===== config.mk =====
export PLATFORM = sky130hd
export DESIGN_NAME = sbeq_lane
export DESIGN_NICKNAME = d
export VERILOG_FILES = /design/src/sbeq_pkg.sv /design/src/sbeq_lane.sv
export SDC_FILE = /design/constraint.sdc
export NUM_CORES = 2
export LEC_CHECK = 0
export BUFFER_PORTS_ARGS = -buffer_cell sky130_fd_sc_hd__buf_2
export CORE_ASPECT_RATIO = 0.7
export CORE_MARGIN = 2
export CORE_UTILIZATION = 40
export CTS_CLUSTER_DIAMETER = 60
export CTS_CLUSTER_SIZE = 24
export DETAILED_ROUTE_END_ITERATION = 8
export PLACE_DENSITY = 0.56
export SYNTH_ARGS = -nofsm -noshare
export SYNTH_HDL_FRONTEND = slang
export SYNTH_SLANG_ARGS = --single-unit

===== constraint.sdc =====
create_clock -name clk -period 16.2 [get_ports clk]
set_input_delay 3.24 -clock clk [delete_from_list [all_inputs] [get_ports clk]]
set_output_delay 3.24 -clock clk [all_outputs]
set_load 0.05 [all_outputs]

===== src/sbeq_pkg.sv =====
// Shared types, constants and saturation helpers for the stereo biquad equalizer.
package sbeq_pkg;

  localparam int STAGE_COUNT_DEF = 5;
  localparam int BLOCK_LIMIT_DEF = 512;
  localparam int CNT_W = 10;
  localparam int STG_W = 3;
  localparam int COEF_W = 26;
  localparam int ADDR_W = 5;

  // register map index (byte address / 4)
  localparam logic [2:0] REG_HPF   = 3'd0;
  localparam logic [2:0] REG_LPF   = 3'd1;
  localparam logic [2:0] REG_GAIN  = 3'd2;
  localparam logic [2:0] REG_MUTE  = 3'd3;
  localparam logic [2:0] REG_DECAY = 3'd4;

  // biquad step within one stage
  localparam logic [2:0] PH_B0X  = 3'd0;
  localparam logic [2:0] PH_YOUT = 3'd1;
  localparam logic [2:0] PH_A1Y  = 3'd2;
  localparam logic [2:0] PH_Z1   = 3'd3;
  localparam logic [2:0] PH_A2Y  = 3'd4;
  localparam logic [2:0] PH_Z2   = 3'd5;

  // coefficient position within a stage
  localparam int POS_B0 = 0;
  localparam int POS_B1 = 1;
  localparam int POS_B2 = 2;
  localparam int POS_A1 = 3;
  localparam int POS_A2 = 4;

  typedef enum logic [2:0] {
    OP_IDLE,
    OP_LOAD,
    OP_MAC,
    OP_GAIN,
    OP_MAG,
    OP_QUANT,
    OP_OUT,
    OP_METER
  } lane_op_t;

  typedef struct packed {
    lane_op_t           op;
    logic [STG_W-1:0]   stage;
    logic [2:0]         phase;
    logic               blk_end;
    logic [CNT_W-1:0]   blk_count;
  } ctl_t;

  function automatic logic signed [31:0] sat32(input logic signed [41:0] v);
    if (v > 42'sd2147483647) begin
      return 32'sh7fffffff;
    end else if (v < -42'sd2147483648) begin
      return 32'sh80000000;
    end
    return v[31:0];
  endfunction

  function automatic logic signed [39:0] sat40(input logic signed [41:0] v);
    if (v > 42'sd549755813887) begin
      return 40'sh7fffffffff;
    end else if (v < -42'sd549755813888) begin
      return 40'sh8000000000;
    end
    return v[39:0];
  endfunction

endpackage


===== src/sbeq_lane.sv =====
// One channel lane: biquad cascade on a shared multiplier, output gain and quantizer.
module sbeq_lane #(
  parameter int STAGE_COUNT = sbeq_pkg::STAGE_COUNT_DEF
) (
  input  logic                              clk,
  input  logic                              rst_n,
  input  sbeq_pkg::ctl_t                    ctl,
  input  logic signed [sbeq_pkg::COEF_W-1:0] coef,
  input  logic signed [15:0]                sample,
  input  logic [16:0]                       gain,
  input  logic                              mute,
  output logic signed [15:0]                out_sample,
  output logic [15:0]                       level
);
  import sbeq_pkg::*;

  localparam int SW = (STAGE_COUNT > 1) ? $clog2(STAGE_COUNT) : 1;

  logic signed [31:0] x_r;
  logic signed [31:0] y_r;
  logic signed [57:0] prod_r;
  logic signed [41:0] acc_r;
  logic signed [39:0] z1_r [STAGE_COUNT];
  logic signed [39:0] z2_r [STAGE_COUNT];
  logic               neg_r;
  logic [34:0]        mag_r;
  logic [15:0]        level_r;
  logic signed [15:0] out_r;

  logic signed [31:0] mul_a;
  logic signed [25:0] mul_b;
  logic signed [57:0] mul_p;
  logic signed [34:0] fl_p;
  logic signed [34:0] gv;
  logic [34:0]        gmag;
  logic [23:0]        magc;
  logic [14:0]        oq;
  logic [SW-1:0]      zi;

  assign zi   = ctl.stage[SW-1:0];
  assign fl_p = prod_r[57:23];
  assign gv   = prod_r[49:15];
  assign gmag = gv[34] ? 35'(-gv) : 35'(gv);
  assign magc = (mag_r > 35'd8388608) ? 24'h800000 : mag_r[23:0];
  assign oq   = prod_r[37:23];

  always_comb begin
    mul_a = x_r;
    mul_b = coef;
    case (ctl.op)
      OP_MAC: begin
        if (ctl.phase == PH_A1Y || ctl.phase == PH_A2Y) begin
          mul_a = y_r;
        end
      end
      OP_GAIN: begin
        mul_b = signed'({9'b0, gain});
      end
      OP_QUANT: begin
        mul_a = signed'({8'b0, magc});
        mul_b = 26'sd32767;
      end
      default: begin
      end
    endcase
  end

  assign mul_p = 58'(mul_a) * 58'(mul_b);

  // datapath registers
  always_ff @(posedge clk) begin
    case (ctl.op)
      OP_LOAD: begin
        x_r <= {{8{sample[15]}}, sample, 8'b0};
      end
      OP_MAC: begin
        prod_r <= mul_p;
        case (ctl.phase)
          PH_YOUT: y_r   <= sat32(42'(fl_p) + 42'(z1_r[zi]));
          PH_A1Y:  acc_r <= 42'(fl_p) + 42'(z2_r[zi]);
          PH_A2Y:  acc_r <= 42'(fl_p);
          PH_Z2:   x_r   <= y_r;
          default: begin
          end
        endcase
      end
      OP_GAIN: begin
        prod_r <= mul_p;
      end
      OP_MAG: begin
        neg_r   <= gv[34];
        mag_r   <= gmag;
        level_r <= (|gmag[34:25]) ? 16'hffff : gmag[24:9];
      end
      OP_QUANT: begin
        prod_r <= mul_p;
      end
      OP_OUT: begin
        if (mute) begin
          out_r <= '0;
        end else if (neg_r) begin
          out_r <= -signed'({1'b0, oq});
        end else begin
          out_r <= signed'({1'b0, oq});
        end
      end
      default: begin
      end
    endcase
  end

  // delay state, cleared at reset
  always_ff @(posedge clk) begin
    if (!rst_n) begin
      for (int i = 0; i < STAGE_COUNT; i++) begin
        z1_r[i] <= '0;
        z2_r[i] <= '0;
      end
    end else if (ctl.op == OP_MAC) begin
      if (ctl.phase == PH_Z1) begin
        z1_r[zi] <= sat40(acc_r - 42'(fl_p));
      end
      if (ctl.phase == PH_Z2) begin
        z2_r[zi] <= sat40(acc_r - 42'(fl_p));
      end
    end
  end

  assign out_sample = out_r;
  assign level      = level_r;

endmodule


==> out/results.ini <==
[floorplanning]
dieArea_um2=178000
start_util_pct=40.2
die_w_um=503
core-area_um2=174000
rows=128
ioPinCount=114
chipHeight_um=353

[global_route]
grt_max_degree=84
grtUsageTotal_pct=26.4
antenna_found_initial=6
grt.overflow.total=0
grt_pass1_vias=50379
grt_pass1_wl_mm=345

[placed_design]
port_buffers=102
dp_hpwl_mm=167
place.gp.congestion=0.917

[final_layout]
multiInputGateArea_um2=39100
n_antenna_cell=0
final_net_count=7725
syn2layout_area_growth_pct=6.90
drive_above_1_share_pct=6.63
regArea_um2=25700
fillers=16439
final_common_cell=inv_1
most-common-layout-cells=inv_1 (968), fa_1 (856), edfxtp_1 (856), nand2_1 (652), o21ai_0 (587)

[cts]
cts_sinks=856
clkLatencyLatePin_ps=670
post_cts_buffers=0
cts_max_path_buffers=3
cts-hold-fix-buffers=0
htreeDepth=2
ctsResizeCount=0
root_buffer=clkbuf_16
cts_tree=done
cts_buffers=46
clk_pin_slew_worst_paths_ps=90

[drt]
first_iter_violations=7036
wl_mm=237
vias=51585
drc=0
vias_per_cell=5.82
first_pass_iters=6
ant_nets=0
wl_per_cell_um=26.7

[timing]
relSlewSlack_pct=13.5
fin_skew_ps=38.9
finalCriticalPeriod_ps=13780
tns_ps=0
fmax_mhz=72.6
hold_viol_final=0
rsz0062_at_grt=no
worstMarginPinSlew_ps=1290
slew_violations=0
period_share_pct=85.1
setup_viol=0

[synthesis]
synthAdderAreaFrac_pct=29.5
synth_compound_area_share_pct=13.2
yosys-mux-area-fraction_pct=0.316
synth_xor_area_share_pct=2.66
avgSynthCellArea_um2=10.6
synth_top_family_by_area=adder cells
synth-simple-area-share_pct=9.88
yosysSeqAreaShare_pct=36.8
synth.distinct_cells=91
synth_edf_count=856
yosys_register_bits=856
synth_nets=7828
async_reset_ff_share_pct=0
ys.flop_type=edfxtp_1
synth_area_um2=69800
synth_cells=6613
ys_warn_count=0

[worst_setup_path]
crit_path_end_kind=flop
crit_fanout=28
slowest_delay_ps=1030
critPathRequiredTime_ps=16580
worst_path_most_repeated_cell=fa_1
start_kind=input pin
path_class=in -> reg
crit_path_top_delay_cell=nor3_2
critPathArrivalTime_ps=14170

[min_path]
hold_path_class=reg -> reg

[status]
status=complete, no violations

[job]
max-cap-violations=0

## cell families (layout without fill, tap and decap cells)
group,Yosys count,in the layout
xor+xnor,212,212
flops,856,856
mux,20,20
buf+inv,1385,1299
compound gates,1452,1452
simple gates,1555,1555
fa+ha+maj,1133,1133
## stage by stage
step           std cells  cell area, µm²  hold WS (ps)  setup WS (ps)  util (%)
2_1_floorplan       6613           69800           426           3570         -
3_3_place_gp        8802           73100           455           2210      42.1
3_5_place_dp        8802           73100           459           2090      42.1
4_1_cts             8867           74600           509           2790      43.0
5_1_grt             8867           74600           523           2060      43.0
6_report            8867           74600           501           2420      43.0
## layer usage
metal | vias up | global-route usage (%) | routed length (µm)
met4 | 2 | 6.70 | 6760
met1 | 26274 | 40.7 | 105000
li1 | 22080 | - | -
met5 | - | 0 | 8
met3 | 291 | 7.04 | 29400
met2 | 2938 | 36.4 | 95700
## worst max-delay path: cells and delay by family
kind                     cells  cell delay [ps]
AO/OA/AOI/OAI                8             3010
XOR/XNOR                     1              130
adder cells (fa/ha/maj)      8             3990
buffers and inverters        8             1230
AND/OR/NAND/NOR              6             2500
## state kept, by name, summed over array words and instances, names as in the netlist, 32 cells and up
register  flops
mag_r        35
x_r          32
y_r          32
acc_r        41
z2_r        320
prod_r       43
z1_r        320
## path summary, 6_finish.rpt
path,start,endpoint,slack (ps),cells after the start
setup reg to reg,mag_r[22],prod_r[55],3800,32
hold reg to reg,prod_r[15],mag_r[0],500,0
hold / removal,prod_r[15],mag_r[0],500,0
setup / recovery,ctl[17],prod_r[55],2420,31
## synth_stat cells (5+ instances only)
| master | number | share of area, % |
|---|---|---|
| o31ai_1 | 15 | 0.16 |
| and2_1 | 13 | 0.12 |
| o2111ai_1 | 6 | 0.075 |
| edfxtp_1 | 856 | 37 |
| and3_1 | 58 | 0.52 |
| o21ai_1 | 18 | 0.13 |
| nor2_1 | 484 | 2.6 |
| a221o_1 | 25 | 0.36 |
| o22ai_1 | 16 | 0.14 |
| xnor2_1 | 151 | 1.9 |
| buf_2 | 37 | 0.27 |
| o22a_1 | 15 | 0.19 |
| or3_1 | 18 | 0.16 |
| clkbuf_2 | 7 | 0.050 |
| ha_1 | 277 | 5.0 |
| a21o_1 | 121 | 1.3 |
| a211oi_1 | 12 | 0.13 |
| nor3_1 | 42 | 0.30 |
| clkbuf_1 | 352 | 1.9 |
| nand3b_1 | 6 | 0.065 |
| buf_1 | 11 | 0.059 |
| o211ai_1 | 6 | 0.065 |
| a31oi_1 | 21 | 0.19 |
| or2_2 | 8 | 0.072 |
| o21a_1 | 24 | 0.26 |
| xor2_1 | 61 | 0.77 |
| nor3b_1 | 5 | 0.054 |
| fa_1 | 856 | 25 |
| a221oi_1 | 24 | 0.30 |
| nand3_1 | 50 | 0.36 |
| a22oi_1 | 322 | 3.5 |
| inv_1 | 968 | 5.2 |
| o221ai_1 | 7 | 0.088 |
| nand2_1 | 654 | 3.5 |
| mux2_2 | 16 | 0.26 |
| nand2b_1 | 28 | 0.25 |
| o21ai_0 | 597 | 4.3 |
| nor4_1 | 17 | 0.15 |
| a21oi_1 | 152 | 1.1 |
| o21bai_1 | 22 | 0.24 |
| nand4_1 | 114 | 1.0 |
| and4_1 | 5 | 0.063 |
| buf_4 | 7 | 0.075 |
| nor2b_1 | 24 | 0.22 |
## cell type report
cell class / instances / share of cell area (%)
Multi-Input combinational cell: 4372 / 52.4
Sequential cell: 856 / 34.5
Inverter: 969 / 4.88
Tap cell: 2340 / 3.93
Timing Repair Buffer: 265 / 2.38
Clock buffer: 48 / 1.58
Clock inverter: 17 / 0.356
Power is left out: the tool's default activity adds up to more than one toggle a clock period on the data nets, which glitch-free logic cannot reach.
