File: src/sbeq_pkg.sv
// Shared types, constants and saturation helpers for the stereo biquad equalizer.
package sbeq_pkg;

  localparam int STAGE_COUNT_DEF = 5;
  localparam int BLOCK_LIMIT_DEF = 512;
  localparam int CNT_W = 10;
  localparam int STG_W = 3;
  localparam int COEF_W = 26;
  localparam int ADDR_W = 5;

  // register map index (byte address / 4)
  localparam logic [2:0] REG_HPF   = 3'd0;
  localparam logic [2:0] REG_LPF   = 3'd1;
  localparam logic [2:0] REG_GAIN  = 3'd2;
  localparam logic [2:0] REG_MUTE  = 3'd3;
  localparam logic [2:0] REG_DECAY = 3'd4;

  // biquad step within one stage
  localparam logic [2:0] PH_B0X  = 3'd0;
  localparam logic [2:0] PH_YOUT = 3'd1;
  localparam logic [2:0] PH_A1Y  = 3'd2;
  localparam logic [2:0] PH_Z1   = 3'd3;
  localparam logic [2:0] PH_A2Y  = 3'd4;
  localparam logic [2:0] PH_Z2   = 3'd5;

  // coefficient position within a stage
  localparam int POS_B0 = 0;
  localparam int POS_B1 = 1;
  localparam int POS_B2 = 2;
  localparam int POS_A1 = 3;
  localparam int POS_A2 = 4;

  typedef enum logic [2:0] {
    OP_IDLE,
    OP_LOAD,
    OP_MAC,
    OP_GAIN,
    OP_MAG,
    OP_QUANT,
    OP_OUT,
    OP_METER
  } lane_op_t;

  typedef struct packed {
    lane_op_t           op;
    logic [STG_W-1:0]   stage;
    logic [2:0]         phase;
    logic               blk_end;
    logic [CNT_W-1:0]   blk_count;
  } ctl_t;

  function automatic logic signed [31:0] sat32(input logic signed [41:0] v);
    if (v > 42'sd2147483647) begin
      return 32'sh7fffffff;
    end else if (v < -42'sd2147483648) begin
      return 32'sh80000000;
    end
    return v[31:0];
  endfunction

  function automatic logic signed [39:0] sat40(input logic signed [41:0] v);
    if (v > 42'sd549755813887) begin
      return 40'sh7fffffffff;
    end else if (v < -42'sd549755813888) begin
      return 40'sh8000000000;
    end
    return v[39:0];
  endfunction

endpackage

File: src/sbeq_meter.sv
// Level meter for one channel: square sum, block peak, divider, square root, held peak.
module sbeq_meter (
  input  logic                       clk,
  input  logic                       rst_n,
  input  logic                       start,
  input  logic                       blk_end,
  input  logic [sbeq_pkg::CNT_W-1:0] blk_count,
  input  logic [15:0]                level,
  input  logic [15:0]                decay,
  output logic                       done,
  output logic [15:0]                rms,
  output logic [15:0]                peak
);
  import sbeq_pkg::*;

  typedef enum logic [5:0] {
    M_IDLE = 6'b000001,
    M_SQ   = 6'b000010,
    M_ACC  = 6'b000100,
    M_DIV  = 6'b001000,
    M_SQRT = 6'b010000,
    M_HOLD = 6'b100000
  } mstate_t;

  mstate_t          state_r, state_nxt;
  logic             end_r;
  logic [CNT_W-1:0] cnt_r;
  logic [31:0]      sq_r;
  logic [47:0]      sum_r;
  logic [15:0]      bpeak_r;
  logic [15:0]      held_r;
  logic [15:0]      rms_r;
  logic [47:0]      dq_r;
  logic [CNT_W-1:0] rem_r;
  logic [25:0]      srem_r;
  logic [23:0]      root_r;
  logic [5:0]       iter_r;
  logic             done_r;

  logic [48:0]      sum_ext;
  logic [47:0]      sum_sat;
  logic [CNT_W:0]   dtrial;
  logic             dge;
  logic [27:0]      scat;
  logic [27:0]      strial;
  logic             sge;
  logic [31:0]      dprod;
  logic [15:0]      decayed;

  assign sum_ext = {1'b0, sum_r} + 49'(sq_r);
  assign sum_sat = sum_ext[48] ? '1 : sum_ext[47:0];
  assign dtrial  = {rem_r, dq_r[47]};
  assign dge     = dtrial >= {1'b0, cnt_r};
  assign scat    = {srem_r, dq_r[47:46]};
  assign strial  = 28'({root_r, 2'b01});
  assign sge     = scat >= strial;
  assign dprod   = held_r * decay;
  assign decayed = dprod[31:16];

  always_comb begin
    state_nxt = state_r;
    case (state_r)
      M_IDLE:  if (start) state_nxt = M_SQ;
      M_SQ:    state_nxt = M_ACC;
      M_ACC:   state_nxt = end_r ? M_DIV : M_IDLE;
      M_DIV:   if (iter_r == 6'd47) state_nxt = M_SQRT;
      M_SQRT:  if (iter_r == 6'd23) state_nxt = M_HOLD;
      M_HOLD:  state_nxt = M_IDLE;
      default: state_nxt = M_IDLE;
    endcase
  end

  always_ff @(posedge clk) begin
    if (!rst_n) begin
      state_r <= M_IDLE;
      sum_r   <= '0;
      bpeak_r <= '0;
      held_r  <= '0;
      done_r  <= 1'b0;
      iter_r  <= '0;
    end else begin
      state_r <= state_nxt;
      done_r  <= 1'b0;
      case (state_r)
        M_IDLE: begin
          if (start) begin
            end_r <= blk_end;
            cnt_r <= blk_count;
          end
        end
        M_SQ: begin
          sq_r <= level * level;
        end
        M_ACC: begin
          sum_r <= sum_sat;
          if (sq_r != 32'd0 && level > bpeak_r) begin
            bpeak_r <= level;
          end
          dq_r   <= sum_sat;
          rem_r  <= '0;
          iter_r <= '0;
          if (!end_r) begin
            done_r <= 1'b1;
          end
        end
        M_DIV: begin
          rem_r  <= dge ? CNT_W'(dtrial - {1'b0, cnt_r}) : dtrial[CNT_W-1:0];
          dq_r   <= {dq_r[46:0], dge};
          iter_r <= (iter_r == 6'd47) ? 6'd0 : iter_r + 6'd1;
          srem_r <= '0;
          root_r <= '0;
        end
        M_SQRT: begin
          srem_r <= sge ? 26'(scat - strial) : scat[25:0];
          root_r <= {root_r[22:0], sge};
          dq_r   <= {dq_r[45:0], 2'b00};
          iter_r <= (iter_r == 6'd23) ? 6'd0 : iter_r + 6'd1;
        end
        M_HOLD: begin
          rms_r   <= (|root_r[23:16]) ? 16'hffff : root_r[15:0];
          held_r  <= (bpeak_r > decayed) ? bpeak_r : decayed;
          sum_r   <= '0;
          bpeak_r <= '0;
          done_r  <= 1'b1;
        end
        default: begin
        end
      endcase
    end
  end

  assign done = done_r;
  assign rms  = rms_r;
  assign peak = held_r;

  // divider and root run only on a block end
  a_div_on_end: assert property (@(posedge clk) disable iff (!rst_n)
    (state_r == M_DIV) |-> end_r)
    else $error("meter divides without block end");
  a_start_idle: assert property (@(posedge clk) disable iff (!rst_n)
    start |-> (state_r == M_IDLE))
    else $error("meter started while busy");
  a_hold_done: assert property (@(posedge clk) disable iff (!rst_n)
    (state_r == M_HOLD) |=> done_r)
    else $error("meter report not flagged");

endmodule

File: config.mk
export PLATFORM = sky130hd
export DESIGN_NAME = sbeq_meter
export DESIGN_NICKNAME = d
export VERILOG_FILES = /design/src/sbeq_pkg.sv /design/src/sbeq_meter.sv
export SDC_FILE = /design/constraint.sdc
export NUM_CORES = 2
export LEC_CHECK = 0
export BUFFER_PORTS_ARGS = -buffer_cell sky130_fd_sc_hd__buf_2
export CORE_ASPECT_RATIO = 0.75
export CORE_UTILIZATION = 33
export CTS_CLUSTER_DIAMETER = 200
export DETAILED_ROUTE_END_ITERATION = 16
export RECOVER_POWER = 25
export SLEW_MARGIN = 5
export SYNTH_ARGS = -nofsm -noshare
export SYNTH_HDL_FRONTEND = slang
export SYNTH_SLANG_ARGS = --single-unit
export TNS_END_PERCENT = 10
File: constraint.sdc
create_clock -name clk -period 20.9 [get_ports clk]
set_input_delay 0 -clock clk [delete_from_list [all_inputs] [get_ports clk]]
set_output_delay 0 -clock clk [all_outputs]
set_load 0.03 [all_outputs]
==> summary.md <==
| Metric | Value |
|---|---|
| Outcome | `complete, but fails checks` |
| Failing checks | `max-capacitance violations, max-slew violations` |
| Synth-to-Final Area Change | `8.803%` |
| Via density | `4.961` |
| Compound-Gate Fraction of Synth Area | `13.39%` |
| Count of non-filler cells in the finished layout | `4613` |
| Area after DPL | `32090 um^2` |
| R2R cell count | `29` |
| Post-CTS Setup Bufs | `0` |
| DRT antenna net count | `0` |
| Critical Path End | `peak[10]` |
| Slowest CP cell | `clkbuf_1` |
| XOR/XNOR share of the synthesized area | `3.248%` |
| Async S/R FF share, synth | `0%` |
| Skew final | `0.02482 ns` |
| Antenna cells | `0` |
| CP dominant cell by count | `fa_1` |
| Critical path origin | `peak[0]` |
| CP Data Required Time | `21.36 ns` |
| First-pass GRT wire length | `124.0 mm` |
| Crit path max fanout | `29` |
| Layout fillers | `9352` |
| Worst slew pin tran | `2.318 ns` |
| Synth warnings | `0` |
| Arr. time, crit path | `9.27 ns` |
| Yosys cell types | `94` |
| Final Cycle Share | `42.15%` |
| H-Tree Depth | `1` |
| Largest family of logic cells by synthesized area | `adder cells` |
| Largest net degree at the start of global routing | `55` |
| CTS root buf | `clkbuf_16` |
| Most frequent cells in the layout | `inv_1 (553), nand2_1 (359), fa_1 (358)` |
| Die Area | `93570 um^2` |
| Io pins | `79` |
| PwrDens | `79.03 nW/um^2` |
| CTS Buf Count | `27` |
| Crit Reg-Reg Endpoint | `peak[10]` |
| Cells after Synth | `3335` |
| Final Max Tran Viols | `133` |
| Syn_nets | `4039` |
| Critical Path Sink Type | `flip-flop` |
| HPWL after DPL | `56.94 mm` |
| Vias in the first global route | `22899` |
| Total wire length | `74.66 mm` |
| Chip height | `265.2 um` |
| Share of cells above drive strength 1 | `4.044%` |
| Startpoint types | `flip-flop` |
| Tightest Hold Check Type | `in2reg` |
| Setup CP Type | `reg2reg` |
| CTS tree | `done` |
| Crit-path max cell delay | `0.74 ns` |
| Dpl cells | `4535` |
| GR Util All Layers | `16.10%` |
| Die Wd | `352.9 um` |
| Clk buf depth | `3` |
| Clock sink count | `259` |
| Core area | `91410 um^2` |
| Final nets | `4072` |
| Placer's final routability congestion estimate | `0.8528` |
| Hold Fails Final Rpt | `0` |
| Number of cell rows | `96` |
| Util after Layout | `36.27%` |
| Starting Density | `33.34%` |
| First-pass detailed-route iteration total | `5` |
| Fin crit period | `8.809 ns` |
| Register-to-register setup slack | `12.09 ns` |
| Avg WL per Cell | `16.19 um` |
| Setup TNS Final | `0 ns` |
| Vias | `22884` |
| Number of gates resized after CTS | `0` |
| Clk_lat worst skew | `0.57 ns` |
| Port buffer count | `78` |
| Leak | `0.01522 uW` |
| Synthesis-stage register bit count | `259` |
| Initial antenna violation count | `2` |
| Fin worst setup slack | `12.09 ns` |
| Grt ovf | `0` |
| Most common cell after layout, fill and taps aside | `inv_1` |
| Mux cell area share after synthesis | `1.261%` |
| RSZ-0062 raised after global routing | `no` |
| Main flop type after synthesis | `edfxtp_1` |
| Worst-path clk slew | `0.06 ns` |
| Post-synth EDFFs | `166` |
| F_max | `113.5 MHz` |
| Sequential fraction of the synthesis area | `22.47%` |
| Syn avg cell area | `9.137 um^2` |
| Post-synthesis adder-cell area fraction | `35.84%` |
| Dpl ws | `12.28 ns` |
| DRT iter0 DRCs | `1687` |
| R2r startpoint | `peak[0]` |
| Max transition margin | `-54.55%` |
| Final setup viols | `0` |
| Worst VDD drop | `114.4 uV` |
| Netlist Area Pre-Place | `30470 um^2` |
| Final Cell Area | `33150 um^2` |
| Simple-gate share of the synthesized area | `15.32%` |
| Max Cap Viol | `3` |
| # DRC | `0` |
==> timing repair <==
action                                  4_1_cts  5_1_grt
endpoints found under the hold margin        45        0
hold buffers                                 29        0
endpoints found under the setup margin        0        0
==> cell type report <==
cell class                      count  area (um^2)  share of cell area [%]
Clock buffer                       33        698.2                   2.106
Timing Repair Buffer              128        763.2                   2.302
Clock inverter                     16        155.1                  0.4680
Tap cell                         1225         1533                   4.623
Sequential cell                   259         6847                   20.65
Multi-Input combinational cell   2398        21080                   63.58
Inverter                          554         2079                   6.272
==> how the worst min path moves through the flow <==
stage	start	cells after the start	to
2_1_floorplan	blk_count[0]	0	cnt_r[0]
3_3_place_gp	blk_count[2]	1	cnt_r[2]
3_5_place_dp	blk_count[2]	1	cnt_r[2]
4_1_cts	level[3]	3	bpeak_r[3]
5_1_grt	level[3]	3	bpeak_r[3]
6_report	level[3]	3	bpeak_r[3]
==> worst max-delay path, delay by kind of cell (launching register included) <==
family,cells,cell delay [ns]
adder cells (fa/ha/maj),8,3.78
AO/OA/AOI/OAI,7,1.62
AND/OR/NAND/NOR,8,1.50
buffers and inverters,5,1.22
flip-flops,1,0.31
multiplexers,1,0.23
==> power breakdown <==
part	total [uW]	internal, uW	switching [uW]
Clock	487	274	213
Sequential	640	634	6.56
Combinational	1490	655	838
==> logic make-up (layout without fill, tap and decap cells) <==
logic type / Yosys count / in the layout
and+or+nand+nor: 959 / 959
AOI/OAI and AO/OA: 630 / 630
adders and majority gates: 658 / 658
buffers and inverters: 678 / 731
DFF: 259 / 259
xor gates and xnor gates: 113 / 113
muxes: 38 / 38
==> flip-flops by register name, indices dropped and copies added (netlist names) <==
signal / cells
rms: 16
peak: 16
rem_r: 10
sum_r: 48
sq_r: 31
srem_r: 26
cnt_r: 10
bpeak_r: 16
iter_r: 6
done: 1
dq_r: 48
state_r: 6
end_r: 1
root_r: 24
==> synthesized netlist by cell type (7+ instances only) <==
cell,instances,share of area (%)
nor4_1,14,0.29
and2_1,187,3.8
o31ai_1,8,0.20
o22ai_1,7,0.14
edfxtp_1,166,16
nand3_1,52,0.85
a31oi_1,17,0.35
nand2_1,359,4.4
a21boi_0,27,0.67
o21bai_1,15,0.37
clkbuf_1,102,1.3
a21o_1,56,1.4
nand2b_1,14,0.29
nor2b_1,25,0.51
o211ai_1,10,0.25
o21a_1,15,0.37
xnor2_1,73,2.1
nand4_1,31,0.64
fa_1,358,24
a211oi_1,17,0.42
inv_1,553,6.8
o21ai_0,168,2.8
a22oi_1,37,0.91
and3_1,17,0.35
a221o_1,14,0.46
or2_2,8,0.16
nand3b_1,7,0.17
mux2i_1,35,1.1
or3_1,11,0.23
a21oi_1,164,2.7
dfxtp_1,93,6.1
ha_1,300,12
nor3_1,25,0.41
o21ai_1,8,0.13
nor2_1,178,2.2
buf_2,14,0.23
xor2_1,40,1.1
==> metrics by stage <==
stage / hold WS, ns / total power [uW]
finish: 0.04335 / 2620
global route: 0.05892 / 2900
CTS: 0.01805 / 2643
detailed placement: 0.1865 / 2141
global placement: 0.1954 / 2128
floorplan: 0.09887 / 1841
==> layer usage <==
layer	GRT usage (%)	vias up	share of wire (%)	wire [um]
met5	0	-	0.036	27
met4	2.327	4	1.3	946
met3	1.702	61	4.5	3391
met2	23.69	480	41	30900
met1	25.50	11218	53	39390
li1	-	11121	-	-
(Power assumes the default switching activity.)
